===== src/rtl/tslsa_pkg.sv =====
// Shared types, register codes and arithmetic helpers for the twist slew limiter.
package tslsa_pkg;

   localparam int AXES        = 6;
   localparam int AX_W        = 3;
   localparam int DATA_W      = 16;
   localparam int THR_W       = 15;
   localparam int CSR_IDX_W   = 4;
   localparam int PROD_W      = 32;
   localparam int GAIN_SHIFT  = 12;
   localparam int NEG_AXIS    = 4;

   localparam logic [CSR_IDX_W-1:0] CSR_SLEW_THRESHOLD = 4'd0;
   localparam logic [CSR_IDX_W-1:0] CSR_SLEW_STEP      = 4'd1;
   localparam logic [CSR_IDX_W-1:0] CSR_GAIN_LIN_X     = 4'd2;
   localparam logic [CSR_IDX_W-1:0] CSR_GAIN_LIN_Y     = 4'd3;
   localparam logic [CSR_IDX_W-1:0] CSR_GAIN_LIN_Z     = 4'd4;
   localparam logic [CSR_IDX_W-1:0] CSR_GAIN_ANG_X     = 4'd5;
   localparam logic [CSR_IDX_W-1:0] CSR_GAIN_ANG_Y     = 4'd6;
   localparam logic [CSR_IDX_W-1:0] CSR_GAIN_ANG_Z     = 4'd7;

   localparam logic [THR_W-1:0]         THRESHOLD_RESET = 15'd154;
   localparam logic [THR_W-1:0]         STEP_RESET      = 15'd154;
   localparam logic signed [DATA_W-1:0] GAIN_RESET      = 16'sd4096;

   typedef struct packed {
      logic                     done;
      logic signed [DATA_W-1:0] quo;
   } div_res_type;

   // Clamp a wide signed value to the 16-bit signed range.
   function automatic logic signed [DATA_W-1:0] sat16(input logic signed [PROD_W-1:0] v);
      logic signed [DATA_W-1:0] r;
      if (v > 32'sd32767) begin
         r = 16'sh7fff;
      end else if (v < -32'sd32768) begin
         r = 16'sh8000;
      end else begin
         r = v[DATA_W-1:0];
      end
      return r;
   endfunction

endpackage


===== src/rtl/tslsa_if.sv =====
// Valid/ready channel interfaces for commands, results and register writes.
interface tslsa_req_if;
   logic                      valid;
   logic                      ready;
   logic signed [15:0]        lin_x;
   logic signed [15:0]        lin_y;
   logic signed [15:0]        lin_z;
   logic signed [15:0]        ang_x;
   logic signed [15:0]        ang_y;
   logic signed [15:0]        ang_z;
   modport source (output valid, lin_x, lin_y, lin_z, ang_x, ang_y, ang_z, input ready);
   modport sink (input valid, lin_x, lin_y, lin_z, ang_x, ang_y, ang_z, output ready);
endinterface

interface tslsa_rsp_if;
   logic                      valid;
   logic                      ready;
   logic signed [15:0]        out_lin_x;
   logic signed [15:0]        out_lin_y;
   logic signed [15:0]        out_lin_z;
   logic signed [15:0]        out_ang_x;
   logic signed [15:0]        out_ang_y;
   logic signed [15:0]        out_ang_z;
   modport source (output valid, out_lin_x, out_lin_y, out_lin_z, out_ang_x, out_ang_y,
                   out_ang_z, input ready);
   modport sink (input valid, out_lin_x, out_lin_y, out_lin_z, out_ang_x, out_ang_y,
                 out_ang_z, output ready);
endinterface

interface tslsa_csr_if;
   logic              valid;
   logic              ready;
   logic [3:0]        index;
   logic [15:0]       data;
   modport source (output valid, index, data, input ready);
   modport sink (input valid, index, data, output ready);
endinterface


===== src/rtl/tslsa_ram.sv =====
// Generic single-port-write, single-port-read RAM with registered read data.
module tslsa_ram #(
   parameter int WIDTH = 16,
   parameter int DEPTH = 8
) (
   input  logic                                    clock,
   input  logic                                    wr_en,
   input  logic [(DEPTH > 1 ? $clog2(DEPTH) : 1)-1:0] wr_addr,
   input  logic [WIDTH-1:0]                        wr_data,
   input  logic                                    rd_en,
   input  logic [(DEPTH > 1 ? $clog2(DEPTH) : 1)-1:0] rd_addr,
   output logic [WIDTH-1:0]                        rd_data
);
   logic [WIDTH-1:0] mem [0:DEPTH-1];
   logic [WIDTH-1:0] rd_data_ff;

   always_ff @(posedge clock) begin
      if (wr_en) begin
         mem[wr_addr] <= wr_data;
      end
      if (rd_en) begin
         rd_data_ff <= mem[rd_addr];
      end
   end

   assign rd_data = rd_data_ff;
endmodule


===== src/rtl/tslsa_div.sv =====
// Radix-2 restoring divider: signed window sum by unsigned sample count, toward zero.
module tslsa_div #(
   parameter int SUM_W = 21,
   parameter int CNT_W = 4
) (
   input  logic                      clock,
   input  logic                      reset,
   input  logic                      start,
   input  logic signed [SUM_W-1:0]   dividend,
   input  logic [CNT_W-1:0]          divisor,
   output tslsa_pkg::div_res_type    res
);
   import tslsa_pkg::*;

   localparam int STEP_W = $clog2(SUM_W + 1);

   logic              busy_ff, busy_in;
   logic              done_ff, done_in;
   logic              neg_ff, neg_in;
   logic [STEP_W-1:0] steps_ff, steps_in;
   logic [CNT_W-1:0]  den_ff, den_in;
   logic [CNT_W-1:0]  rem_ff, rem_in;
   logic [SUM_W-1:0]  quo_ff, quo_in;
   logic [CNT_W:0]    rem_shift;
   logic              fits;
   logic [DATA_W-1:0] qmag;

   assign rem_shift = {rem_ff, quo_ff[SUM_W-1]};
   assign fits      = rem_shift >= {1'b0, den_ff};

   always_comb begin
      busy_in  = busy_ff;
      done_in  = 1'b0;
      neg_in   = neg_ff;
      steps_in = steps_ff;
      den_in   = den_ff;
      rem_in   = rem_ff;
      quo_in   = quo_ff;
      if (start) begin
         busy_in  = 1'b1;
         neg_in   = dividend[SUM_W-1];
         steps_in = STEP_W'(SUM_W);
         den_in   = divisor;
         rem_in   = '0;
         quo_in   = dividend[SUM_W-1] ? SUM_W'(-dividend) : SUM_W'(dividend);
      end else if (busy_ff) begin
         rem_in   = fits ? CNT_W'(rem_shift - {1'b0, den_ff}) : rem_shift[CNT_W-1:0];
         quo_in   = {quo_ff[SUM_W-2:0], fits};
         steps_in = steps_ff - 1'b1;
         if (steps_ff == STEP_W'(1)) begin
            busy_in = 1'b0;
            done_in = 1'b1;
         end
      end
   end

   always_ff @(posedge clock) begin
      if (reset) begin
         busy_ff  <= 1'b0;
         done_ff  <= 1'b0;
      end else begin
         busy_ff  <= busy_in;
         done_ff  <= done_in;
      end
      neg_ff   <= neg_in;
      steps_ff <= steps_in;
      den_ff   <= den_in;
      rem_ff   <= rem_in;
      quo_ff   <= quo_in;
   end

   // An average of 16-bit samples always fits 16 bits, so the low bits suffice.
   assign qmag     = quo_ff[DATA_W-1:0];
   assign res.done = done_ff;
   assign res.quo  = neg_ff ? -$signed(qmag) : $signed(qmag);
endmodule


===== src/rtl/twist_slew_limit_scale_average_core.sv =====
// Six-axis velocity conditioner top level: slew limit, gain (ang_y and ang_z negated), moving average.
//
//   channel   beat moves                                 handshake
//   req_if    one six-axis command (Q7.8)                valid/ready
//   rsp_if    one limited, scaled, averaged command      valid/ready
//   csr_if    register index and write data              valid/ready (always ready)
//
// The axes run one after another through one slew/multiply/saturate path; each axis steps
// through ST_READ, ST_SLEW, ST_MUL, ST_SCALE and ST_ACCUM for the read-modify-write of its
// state and sample memories, then waits in ST_DIV on the shared divider. The window sum is
// SUM_W = 17 + clog2(WINDOW) bits wide (21 by default). The result register lets the next
// command beat be taken while a result waits; a second finished result holds the pipeline
// until the first one is taken. Synchronous reset returns the control registers to their
// reset values and clears the fill count and the per-axis state valid bits.
module twist_slew_limit_scale_average_core #(
   parameter int WINDOW = 10
) (
   input  logic         clock,
   input  logic         reset,
   tslsa_req_if.sink    req_if,
   tslsa_rsp_if.source  rsp_if,
   tslsa_csr_if.sink    csr_if
);
   import tslsa_pkg::*;

   localparam int CNT_W      = $clog2(WINDOW + 1);
   localparam int POS_W      = (WINDOW > 1) ? $clog2(WINDOW) : 1;
   localparam int SUM_W      = 17 + $clog2(WINDOW);
   localparam int SAMP_DEPTH = AXES * WINDOW;
   localparam int SA_W       = $clog2(SAMP_DEPTH);
   localparam int STATE_W    = DATA_W + SUM_W;

   localparam logic [2:0] ST_IDLE  = 3'd0;
   localparam logic [2:0] ST_READ  = 3'd1;
   localparam logic [2:0] ST_SLEW  = 3'd2;
   localparam logic [2:0] ST_MUL   = 3'd3;
   localparam logic [2:0] ST_SCALE = 3'd4;
   localparam logic [2:0] ST_ACCUM = 3'd5;
   localparam logic [2:0] ST_DIV   = 3'd6;
   localparam logic [2:0] ST_DONE  = 3'd7;

   logic [2:0]                state_ff, state_in;
   logic [AX_W-1:0]           axis_ff, axis_in;
   logic [SA_W-1:0]           base_ff, base_in;
   logic [POS_W-1:0]          pos_ff, pos_in;
   logic [CNT_W-1:0]          fill_ff, fill_in;
   logic [AXES-1:0]           valid_ff, valid_in;
   logic [THR_W-1:0]          thr_ff;
   logic [THR_W-1:0]          step_ff;
   logic signed [DATA_W-1:0]  gain_ff [0:AXES-1];
   logic signed [DATA_W-1:0]  cmd_ff [0:AXES-1];
   logic signed [DATA_W-1:0]  res_ff [0:AXES-1];
   logic signed [DATA_W-1:0]  out_ff [0:AXES-1];
   logic                      rsp_valid_ff, rsp_valid_in;
   logic signed [DATA_W-1:0]  lim_ff, lim_in;
   logic signed [PROD_W-1:0]  prod_ff, prod_in;
   logic signed [DATA_W-1:0]  scl_ff, scl_in;

   logic                      req_beat;
   logic                      rsp_beat;
   logic                      full;
   logic [CNT_W-1:0]          count;
   logic                      load_out;

   logic [STATE_W-1:0]        st_rdata;
   logic [DATA_W-1:0]         samp_rdata;
   logic [SA_W-1:0]           samp_addr;
   logic                      st_wr, samp_wr, mem_rd;

   logic signed [DATA_W-1:0]  prev;
   logic signed [SUM_W-1:0]   sum_old, sum_new;
   logic signed [DATA_W:0]    diff;
   logic [DATA_W:0]           mag;
   logic signed [PROD_W-1:0]  step_up, step_dn;
   logic signed [DATA_W-1:0]  scl_pos;
   logic signed [PROD_W-1:0]  prod_shr;

   div_res_type               div_res;
   logic                      div_start;

   assign req_beat      = req_if.valid && req_if.ready;
   assign rsp_beat      = rsp_if.valid && rsp_if.ready;
   assign req_if.ready  = (state_ff == ST_IDLE);
   assign csr_if.ready  = 1'b1;

   assign full  = (fill_ff == CNT_W'(WINDOW));
   assign count = full ? CNT_W'(WINDOW) : fill_ff + 1'b1;

   // Register writes, to be issued only while the block is idle; the block leaves this rule to the user.
   always_ff @(posedge clock) begin
      if (reset) begin
         thr_ff  <= THRESHOLD_RESET;
         step_ff <= STEP_RESET;
         for (int i = 0; i < AXES; i++) begin
            gain_ff[i] <= GAIN_RESET;
         end
      end else if (csr_if.valid && csr_if.ready) begin
         unique case (csr_if.index)
            CSR_SLEW_THRESHOLD: thr_ff     <= csr_if.data[THR_W-1:0];
            CSR_SLEW_STEP:      step_ff    <= csr_if.data[THR_W-1:0];
            CSR_GAIN_LIN_X:     gain_ff[0] <= csr_if.data;
            CSR_GAIN_LIN_Y:     gain_ff[1] <= csr_if.data;
            CSR_GAIN_LIN_Z:     gain_ff[2] <= csr_if.data;
            CSR_GAIN_ANG_X:     gain_ff[3] <= csr_if.data;
            CSR_GAIN_ANG_Y:     gain_ff[4] <= csr_if.data;
            CSR_GAIN_ANG_Z:     gain_ff[5] <= csr_if.data;
            default: begin
            end
         endcase
      end
   end

   // Per-axis previous limited value and window sum share one memory row.
   tslsa_ram #(.WIDTH(STATE_W), .DEPTH(AXES)) u_state_ram (
      .clock   (clock),
      .wr_en   (st_wr),
      .wr_addr (axis_ff),
      .wr_data ({lim_ff, sum_new}),
      .rd_en   (mem_rd),
      .rd_addr (axis_ff),
      .rd_data (st_rdata)
   );

   tslsa_ram #(.WIDTH(DATA_W), .DEPTH(SAMP_DEPTH)) u_samp_ram (
      .clock   (clock),
      .wr_en   (samp_wr),
      .wr_addr (samp_addr),
      .wr_data (scl_ff),
      .rd_en   (mem_rd),
      .rd_addr (samp_addr),
      .rd_data (samp_rdata)
   );

   tslsa_div #(.SUM_W(SUM_W), .CNT_W(CNT_W)) u_div (
      .clock    (clock),
      .reset    (reset),
      .start    (div_start),
      .dividend (sum_new),
      .divisor  (count),
      .res      (div_res)
   );

   assign samp_addr = base_ff + SA_W'(pos_ff);
   assign mem_rd    = (state_ff == ST_READ);
   assign st_wr     = (state_ff == ST_ACCUM);
   assign samp_wr   = (state_ff == ST_ACCUM);
   assign div_start = (state_ff == ST_ACCUM);

   // A row never written since reset reads as zero.
   assign prev    = valid_ff[axis_ff] ? $signed(st_rdata[STATE_W-1 -: DATA_W]) : '0;
   assign sum_old = valid_ff[axis_ff] ? $signed(st_rdata[SUM_W-1:0]) : '0;

   // Slew limit.
   always_comb begin
      diff    = (DATA_W+1)'(cmd_ff[axis_ff]) - (DATA_W+1)'(prev);
      mag     = diff[DATA_W] ? (DATA_W+1)'(-diff) : (DATA_W+1)'(diff);
      step_up = PROD_W'(prev) + $signed({17'd0, step_ff});
      step_dn = PROD_W'(prev) - $signed({17'd0, step_ff});
      if (mag > {2'b00, thr_ff}) begin
         lim_in = diff[DATA_W] ? sat16(step_dn) : sat16(step_up);
      end else begin
         lim_in = cmd_ff[axis_ff];
      end
   end

   assign prod_in  = PROD_W'(lim_ff) * PROD_W'(gain_ff[axis_ff]);
   assign prod_shr = prod_ff >>> GAIN_SHIFT;
   assign scl_pos  = sat16(prod_shr);
   assign scl_in   = (axis_ff >= AX_W'(NEG_AXIS)) ? sat16(-PROD_W'(scl_pos)) : scl_pos;

   assign sum_new = sum_old - (full ? SUM_W'($signed(samp_rdata)) : SUM_W'(0))
                    + SUM_W'(scl_ff);

   assign load_out = (state_ff == ST_DONE) && (!rsp_valid_ff || rsp_if.ready);

   always_comb begin
      state_in     = state_ff;
      axis_in      = axis_ff;
      base_in      = base_ff;
      pos_in       = pos_ff;
      fill_in      = fill_ff;
      valid_in     = valid_ff;
      rsp_valid_in = rsp_valid_ff;
      if (rsp_beat) begin
         rsp_valid_in = 1'b0;
      end
      unique case (state_ff)
         ST_IDLE: begin
            if (req_beat) begin
               axis_in  = '0;
               base_in  = '0;
               state_in = ST_READ;
            end
         end
         ST_READ:  state_in = ST_SLEW;
         ST_SLEW:  state_in = ST_MUL;
         ST_MUL:   state_in = ST_SCALE;
         ST_SCALE: state_in = ST_ACCUM;
         ST_ACCUM: begin
            valid_in[axis_ff] = 1'b1;
            state_in          = ST_DIV;
         end
         ST_DIV: begin
            if (div_res.done) begin
               if (axis_ff == AX_W'(AXES - 1)) begin
                  state_in = ST_DONE;
               end else begin
                  axis_in  = axis_ff + 1'b1;
                  base_in  = base_ff + SA_W'(WINDOW);
                  state_in = ST_READ;
               end
            end
         end
         ST_DONE: begin
            if (load_out) begin
               rsp_valid_in = 1'b1;
               fill_in      = count;
               pos_in       = ((POS_W+1)'(pos_ff) + 1'b1 >= (POS_W+1)'(WINDOW)) ?
                              '0 : pos_ff + 1'b1;
               state_in     = ST_IDLE;
            end
         end
         default: state_in = ST_IDLE;
      endcase
   end

   always_ff @(posedge clock) begin
      if (reset) begin
         state_ff     <= ST_IDLE;
         axis_ff      <= '0;
         base_ff      <= '0;
         pos_ff       <= '0;
         fill_ff      <= '0;
         valid_ff     <= '0;
         rsp_valid_ff <= 1'b0;
      end else begin
         state_ff     <= state_in;
         axis_ff      <= axis_in;
         base_ff      <= base_in;
         pos_ff       <= pos_in;
         fill_ff      <= fill_in;
         valid_ff     <= valid_in;
         rsp_valid_ff <= rsp_valid_in;
      end
   end

   always_ff @(posedge clock) begin
      if (req_beat) begin
         cmd_ff[0] <= req_if.lin_x;
         cmd_ff[1] <= req_if.lin_y;
         cmd_ff[2] <= req_if.lin_z;
         cmd_ff[3] <= req_if.ang_x;
         cmd_ff[4] <= req_if.ang_y;
         cmd_ff[5] <= req_if.ang_z;
      end
      if (state_ff == ST_SLEW) begin
         lim_ff <= lim_in;
      end
      if (state_ff == ST_MUL) begin
         prod_ff <= prod_in;
      end
      if (state_ff == ST_SCALE) begin
         scl_ff <= scl_in;
      end
      if (state_ff == ST_DIV && div_res.done) begin
         res_ff[axis_ff] <= div_res.quo;
      end
      if (load_out) begin
         for (int i = 0; i < AXES; i++) begin
            out_ff[i] <= res_ff[i];
         end
      end
   end

   assign rsp_if.valid     = rsp_valid_ff;
   assign rsp_if.out_lin_x = out_ff[0];
   assign rsp_if.out_lin_y = out_ff[1];
   assign rsp_if.out_lin_z = out_ff[2];
   assign rsp_if.out_ang_x = out_ff[3];
   assign rsp_if.out_ang_y = out_ff[4];
   assign rsp_if.out_ang_z = out_ff[5];
endmodule


===== src/flat_wrapper.sv =====
// flat-port wrapper written by rule: the top's interface ports become plain ports
module twist_slew_limit_scale_average_core_flat import tslsa_pkg::*;
#(
   parameter int WINDOW = 10
)
  (clock, reset, req_if_valid, req_if_lin_x, req_if_lin_y, req_if_lin_z, req_if_ang_x, req_if_ang_y, req_if_ang_z, req_if_ready, rsp_if_valid, rsp_if_out_lin_x, rsp_if_out_lin_y, rsp_if_out_lin_z, rsp_if_out_ang_x, rsp_if_out_ang_y, rsp_if_out_ang_z, rsp_if_ready, csr_if_valid, csr_if_index, csr_if_data, csr_if_ready);
  tslsa_req_if req_if_i ();
  tslsa_rsp_if rsp_if_i ();
  tslsa_csr_if csr_if_i ();
  input  logic clock;
  input  logic reset;
  input wire logic [$bits(req_if_i.valid)-1:0] req_if_valid;
  input wire logic [$bits(req_if_i.lin_x)-1:0] req_if_lin_x;
  input wire logic [$bits(req_if_i.lin_y)-1:0] req_if_lin_y;
  input wire logic [$bits(req_if_i.lin_z)-1:0] req_if_lin_z;
  input wire logic [$bits(req_if_i.ang_x)-1:0] req_if_ang_x;
  input wire logic [$bits(req_if_i.ang_y)-1:0] req_if_ang_y;
  input wire logic [$bits(req_if_i.ang_z)-1:0] req_if_ang_z;
  output wire logic [$bits(req_if_i.ready)-1:0] req_if_ready;
  output wire logic [$bits(rsp_if_i.valid)-1:0] rsp_if_valid;
  output wire logic [$bits(rsp_if_i.out_lin_x)-1:0] rsp_if_out_lin_x;
  output wire logic [$bits(rsp_if_i.out_lin_y)-1:0] rsp_if_out_lin_y;
  output wire logic [$bits(rsp_if_i.out_lin_z)-1:0] rsp_if_out_lin_z;
  output wire logic [$bits(rsp_if_i.out_ang_x)-1:0] rsp_if_out_ang_x;
  output wire logic [$bits(rsp_if_i.out_ang_y)-1:0] rsp_if_out_ang_y;
  output wire logic [$bits(rsp_if_i.out_ang_z)-1:0] rsp_if_out_ang_z;
  input wire logic [$bits(rsp_if_i.ready)-1:0] rsp_if_ready;
  input wire logic [$bits(csr_if_i.valid)-1:0] csr_if_valid;
  input wire logic [$bits(csr_if_i.index)-1:0] csr_if_index;
  input wire logic [$bits(csr_if_i.data)-1:0] csr_if_data;
  output wire logic [$bits(csr_if_i.ready)-1:0] csr_if_ready;
  assign req_if_i.valid = req_if_valid;
  assign req_if_i.lin_x = req_if_lin_x;
  assign req_if_i.lin_y = req_if_lin_y;
  assign req_if_i.lin_z = req_if_lin_z;
  assign req_if_i.ang_x = req_if_ang_x;
  assign req_if_i.ang_y = req_if_ang_y;
  assign req_if_i.ang_z = req_if_ang_z;
  assign req_if_ready = req_if_i.ready;
  assign rsp_if_valid = rsp_if_i.valid;
  assign rsp_if_out_lin_x = rsp_if_i.out_lin_x;
  assign rsp_if_out_lin_y = rsp_if_i.out_lin_y;
  assign rsp_if_out_lin_z = rsp_if_i.out_lin_z;
  assign rsp_if_out_ang_x = rsp_if_i.out_ang_x;
  assign rsp_if_out_ang_y = rsp_if_i.out_ang_y;
  assign rsp_if_out_ang_z = rsp_if_i.out_ang_z;
  assign rsp_if_i.ready = rsp_if_ready;
  assign csr_if_i.valid = csr_if_valid;
  assign csr_if_i.index = csr_if_index;
  assign csr_if_i.data = csr_if_data;
  assign csr_if_ready = csr_if_i.ready;
  twist_slew_limit_scale_average_core #(.WINDOW(WINDOW)) u_core (.clock(clock), .reset(reset), .req_if(req_if_i), .rsp_if(rsp_if_i), .csr_if(csr_if_i));
endmodule

===== config.mk =====
export PLATFORM = sky130hd
export DESIGN_NAME = twist_slew_limit_scale_average_core_flat
export DESIGN_NICKNAME = d
export VERILOG_FILES = /design/src/rtl/tslsa_pkg.sv /design/src/rtl/tslsa_if.sv /design/src/rtl/tslsa_ram.sv /design/src/rtl/tslsa_div.sv /design/src/rtl/twist_slew_limit_scale_average_core.sv /design/src/flat_wrapper.sv
export SDC_FILE = /design/constraint.sdc
export NUM_CORES = 2
export LEC_CHECK = 0
export BUFFER_PORTS_ARGS = -buffer_cell sky130_fd_sc_hd__buf_4
export CAP_MARGIN = 0
export CORE_ASPECT_RATIO = 1.25
export CORE_UTILIZATION = 39
export DETAILED_ROUTE_END_ITERATION = 10
export GPL_ROUTABILITY_DRIVEN = 0
export PLACE_DENSITY_LB_ADDON = 0.1
export SETUP_SLACK_MARGIN = 0.05
export SLEW_MARGIN = 20
export SYNTH_ARGS = -nofsm -noshare
export SYNTH_HDL_FRONTEND = slang
export SYNTH_HIERARCHICAL = 1
export SYNTH_SLANG_ARGS = --single-unit

===== constraint.sdc =====
create_clock -name clock -period 8.6 [get_ports clock]
set_clock_uncertainty 0.05 [all_clocks]
set_input_delay 0 -clock clock [delete_from_list [all_inputs] [get_ports clock]]
set_output_delay 0 -clock clock [all_outputs]
set_load 0.005 [all_outputs]

# Yosys cells after proc, flatten, opt, wreduce, memory -nomap -nowiden
# Memory sizes are Yosys's and may differ from the RTL's. A register that Yosys moved wholly into a read port is not among the register bits.
# Cells that the tools add are included.
# totals
register_bits	158
mem_bits_rw	1566
input_bits	121
out_inout_bits	99
wordCells	193
mem_count	6
# op_classes
addsub	17
mul	1
order_cmp	14
eq_ne	21
n_mux	90
bitwise_logic	8
reduce_logical	17
# mem_list
name	words	width	read_ports	rd_ports_with_merged_regs	write_ports	line_no	source
u_core.u_samp_ram.mem	60	16	1	1	1	tslsa_ram.sv:14	logic [WIDTH-1:0] mem [0:DEPTH-1];
u_core.u_state_ram.mem	6	37	1	1	1	tslsa_ram.sv:14	
u_core.cmd_ff	6	16	1	1	6	twist_slew_limit_scale_average_core.sv:51	logic signed [DATA_W-1:0] cmd_ff [0:AXES-1];
u_core.gain_ff	6	16	1	1	6	twist_slew_limit_scale_average_core.sv:50	logic signed [DATA_W-1:0] gain_ff [0:AXES-1];
u_core.out_ff	6	16	6	0	6	twist_slew_limit_scale_average_core.sv:53	logic signed [DATA_W-1:0] out_ff [0:AXES-1];
u_core.res_ff	6	16	6	0	1	twist_slew_limit_scale_average_core.sv:52	logic signed [DATA_W-1:0] res_ff [0:AXES-1];
# op_table
op	count
16-bit 2-to-1 mux	19
21-bit 2-to-1 mux	5
32-bit by 16-bit > comparator with 1-bit output, second input constant	3
32-bit by 16-bit < comparator with 1-bit output, second input constant	3
1-bit 2-to-1 mux	43
16-bit by 16-bit subtractor with 17-bit output	2
3-bit 2-to-1 mux	11
16-bit by 16-bit multiplier with 32-bit output	1
16-bit negator with 32-bit output	1
3-bit one-hot mux with 8 select lines	1
21-bit by 16-bit adder with 21-bit output	1
21-bit negator	1
21-bit subtractor	1
20-bit by 16-bit > comparator with 1-bit output, second input constant	1
20-bit by 16-bit < comparator with 1-bit output, second input constant	1
6-bit 2-to-1 mux	3
16-bit by 16-bit adder with 17-bit output	1
17-bit by 15-bit > comparator with 1-bit output	1
17-bit 2-to-1 mux	1
17-bit negator	1
4-bit by 3-bit equality test with 1-bit output, second input constant	4
16-bit negator	1
3-bit equality test, second input constant	5
4-bit 2-to-1 mux	3
37 further kinds	54

# Depth between registers and ports, before layout
# logic_depth
word_depth	9
mapped_depth	31
mapped_depth_nobuf	27

# Cells and area by module
# The synthesis kept the hierarchy.
# modules_own_cells
mod	instances	cells_per_inst	area_per_inst_um2
tslsa_ram (u_core.u_samp_ram)	1	1709	37373.3
twist_slew_limit_scale_average_core	1	2940	33283.2
tslsa_ram (u_core.u_state_ram)	1	480	9748.1
tslsa_div	1	276	2611.3

# Worst setup path after synthesis
# OpenSTA, ideal clock, no wires.
# synth_path
path_kind	reg2reg
startpoint	register (tool-made name)
endpoint	register u_core.prod_ff[31], data pin
t_arrival_ps	7325
t_required_ps	8290
path_slack_ps	965
path_stages_with_launch	27
n_path_buf	4
cell_sequence	dfxtp_1 -> buf_4 -> buf_2 -> buf_1 -> mux4_2 -> o21ai_1 -> clkbuf_1 -> nor2_1 -> fa_1 -> fa_1 -> fa_1 -> fa_1 -> fa_1 -> inv_1 -> fa_1 -> inv_1 -> ha_1 -> nand4_1 -> o21bai_1 -> a211oi_1 -> o21ai_0 -> nor4b_1 -> o31ai_1 -> and3_1 -> o21a_1 -> nor2_1 -> xnor2_1
# synth_rtl
item	line_no	source
to (signal assigned)	twist_slew_limit_scale_average_core.sv:260	prod_ff <= prod_in;
to (decl)	twist_slew_limit_scale_average_core.sv:56	logic signed [PROD_W-1:0] prod_ff, prod_in;

==> results.toml <==
[detailed_routing]
num_vias = 47200
viasPerCell = 5.29
drcViolationCount = 0
ant_nets = 0
avgRoutedWirePerCell_um = 24.9
drt-initial-drc-count = 3417
detail_route.first_pass.iterations = 6
drt_wl_total_um = 222000

[power_and_ir_drop]
p_leak_nw = 33.7
p_comb_frac = 0.337
p_sw_mw = 8.81
power_frac_seq = 0.377
switching_share = 0.325
vdd_drop_max_mv = 0.428
p_per_area_nw_per_um2 = 280
p_int_mw = 18.3
p_clk_frac = 0.286

[global_routing]
grt_overflow = 0
grt_max_degree = 125
grt_use_total = 0.208
grt_pass1_vias = 49300
antenna_found_initial = 9
grt_pass1_wl_um = 332000

[sta]
slew_headroom = 0.223
setup_viol = 0
min_period_ns = 7.92
post-route-period-util = 0.921
worstMarginPinSlew_ns = 1.16
layout_setup_ws_ns = 0.679
fmax_mhz = 126
setup_tns_ns = 0
rsz0062_at_grt = "false"
hold_viol_final = 0
drv_slew = 0

[clock_tree]
cts_sinks = 1767
post_cts_resized = 0
clk_pin_slew_ns = 0.06
cts_tree = "built"
cts_buffers = 180
cts_root_buf = "clkbuf_16"
clock_latency_ns = 0.84
cts_buffer_depth = 3
cts_max_level = 4

[yosys]
synth_edf_count = 1697
yosys_most_used_dff = "edfxtp_1"
ys_seq_elements = 1767
avgSynthCellArea_um2 = 15.4
synth_top_area_cell = "edfxtp_1"
synth_top_area_frac = 0.614
syn_area_um2 = 83000
syn_inst = 5405
syn_nets = 5996
yosys_warnings = 6
async_flop_share = 0
yosysUniqueCellTypes = 93
synthTopCellsByArea = "edfxtp_1 (61%), fa_1 (6.9%), mux4_2 (6.3%)"
seq_area_frac_synth = 0.631

[die]
die_w_um = 415
die_h_um = 518
num_rows = 189
ios = 220
initial_core_util = 0.392
core_area_um2 = 212000
die-area_um2 = 215000

[setup_path]
critPathArrivalTime_ns = 8.43
crit_required_ns = 9.11
start_kind = "flop"
worst_setup_path_end_kind = "flop"
worstSetupPathType = "reg -> reg"
worstPathMaxFanout = 13

[placement]
dp_hpwl_um = 146000
place_area_um2 = 88600
dpl.cell_count = 8340
portBuffers = 218
pre_cts_ws_ns = 0.458

[cells_and_area]
area_growth_pct = 16.8
fill_cells = 18600
drive_gt1_frac = 0.165
final_area_um2 = 97000
fin_cells = 8917
final_nets = 6588

[run_status]
status = "complete, no violations"

[hold_path]
hold_class = "in -> reg"

[run]
drv_cap = 0
## stage by stage
stage	hold WS [ns]	power [mW]	utilization
global route	0.0326	29.0	0.458
floorplan	0.0224	17.0	-
detailed placement	0.129	19.4	0.418
global placement	0.128	19.6	0.418
CTS	0.00122	27.6	0.457
finish	0.0517	27.1	0.458
## cell usage after synthesis, types with 18 or more instances
master and number:
a21o_1 26, a21oi_1 189, a21oi_2 21, a221oi_1 56, a22o_1 38, a22oi_1 40, a31oi_1 23, and2_1 173
and3_1 19, buf_1 20, buf_2 32, buf_4 26, buf_6 18, clkbuf_1 144, dfxtp_1 70, edfxtp_1 1697
fa_1 285, ha_1 185, inv_1 454, mux2i_1 264, mux4_2 234, nand2_1 291, nand2b_1 47, nand3_1 62
nand4_1 20, nor2_1 255, nor2b_1 102, nor3_1 50, o21a_1 18, o21ai_0 116, o221ai_1 21, or3_1 20
xnor2_1 87, xor2_1 24
## power groups by stage
| stage | Sequential [mW] | Clock, mW | Combinational, mW |
|---|---|---|---|
| after CTS | 10.2 | 7.97 | 9.37 |
| after global placement | 10.4 | 0 | 9.20 |
| after global routing | 10.2 | 8.28 | 10.5 |
| after detailed placement | 10.4 | 0 | 9.04 |
| after floorplan | 10.4 | 0 | 6.69 |
| final | 10.2 | 7.76 | 9.14 |
## kinds of logic after synthesis
kind of cell / count (synthesis) / share of synthesized area
xor gates and xnor gates: 111 / 0.0117
AOI/OAI and AO/OA: 721 / 0.0599
and+or+nand+nor: 1122 / 0.0679
buffers and inverters: 703 / 0.0361
adders and majority gates: 470 / 0.0966
other: 1 / 0.0000452
muxes: 510 / 0.0969
DFF: 1767 / 0.631
## timing repair
action	in CTS	in global routing
endpoints found under the hold margin	339	0
buffers inserted	0	0
hold buffers	243	0
## state kept, by name, indices dropped and copies added (netlist names), 21 cells and up, named ones only
signal,cells
u_core/u_div/quo_ff,21
u_core/u_state_ram/rd_data,37
u_core/u_samp_ram/mem,960
u_core/out_ff,96
u_core/res_ff,96
u_core/u_state_ram/mem,222
u_core/gain_ff,96
u_core/cmd_ff,96
## final cells by class
cell class	instances	area, um2	share of cell area
clock inverters	109	1170	0.0121
diodes	6	15.0	0.000155
multi-input cells	2935	27900	0.287
repair buffers	658	5650	0.0582
clock buffers	218	4710	0.0485
flip-flops and latches	1767	52400	0.540
well taps	2769	3460	0.0357
inverters	455	1710	0.0176
## layout by cell type (no fill, tap or decap), types with 189 or more instances in the layout
cell	n
nor2_1	249
fa_1	285
nand2_1	291
mux4_2	234
edfxtp_1	1697
inv_1	453
buf_4	408
mux2i_1	264
a21oi_1	189
dlygate4sd3_1	243
## metal layers
layer | GRT usage | part of all wire | vias to the layer above | routed length (um)
met1 | 0.272 | 0.43 | 24600 | 94500
met2 | 0.362 | 0.51 | 990 | 114000
li1 | - | - | 21300 | -
met5 | 0 | 0.000045 | - | 10
met3 | 0.0250 | 0.035 | 267 | 7890
met4 | 0.0633 | 0.028 | 2 | 6190
## critical path, cell delays in order (launching register included)
cell      delay (ns)
dfxtp_4         0.40
buf_4           0.29
mux4_2          0.54
o21ai_1         0.51
buf_4           0.28
nor2b_1         0.08
fa_1            0.55
fa_1            0.43
fa_1            0.52
fa_1            0.44
fa_1            0.51
inv_1           0.06
fa_1            0.47
inv_1           0.04
ha_1            0.36
nand2_1         0.09
a31oi_1         0.04
a211oi_1        0.22
o21ai_0         0.13
nor4b_1         0.77
o31ai_1         0.26
and3_1          0.25
o21a_1          0.18
nor2_1          0.11
xnor2_1         0.09
## final timing paths
kind                            cells past startpoint  slack (ns)                   to           startpoint
worst max register to register                     24        0.68   u_core/prod_ff[31]                 flop
worst min register to register                      0        0.36  u_core/out_ff[5][1]  u_core/res_ff[5][1]
worst max-delay path                               24        0.68   u_core/prod_ff[31]                 flop
worst min-delay path                                3        0.05     u_core/thr_ff[4]       csr_if_data[4]
Note: power is estimated with default switching activity, not from simulation.
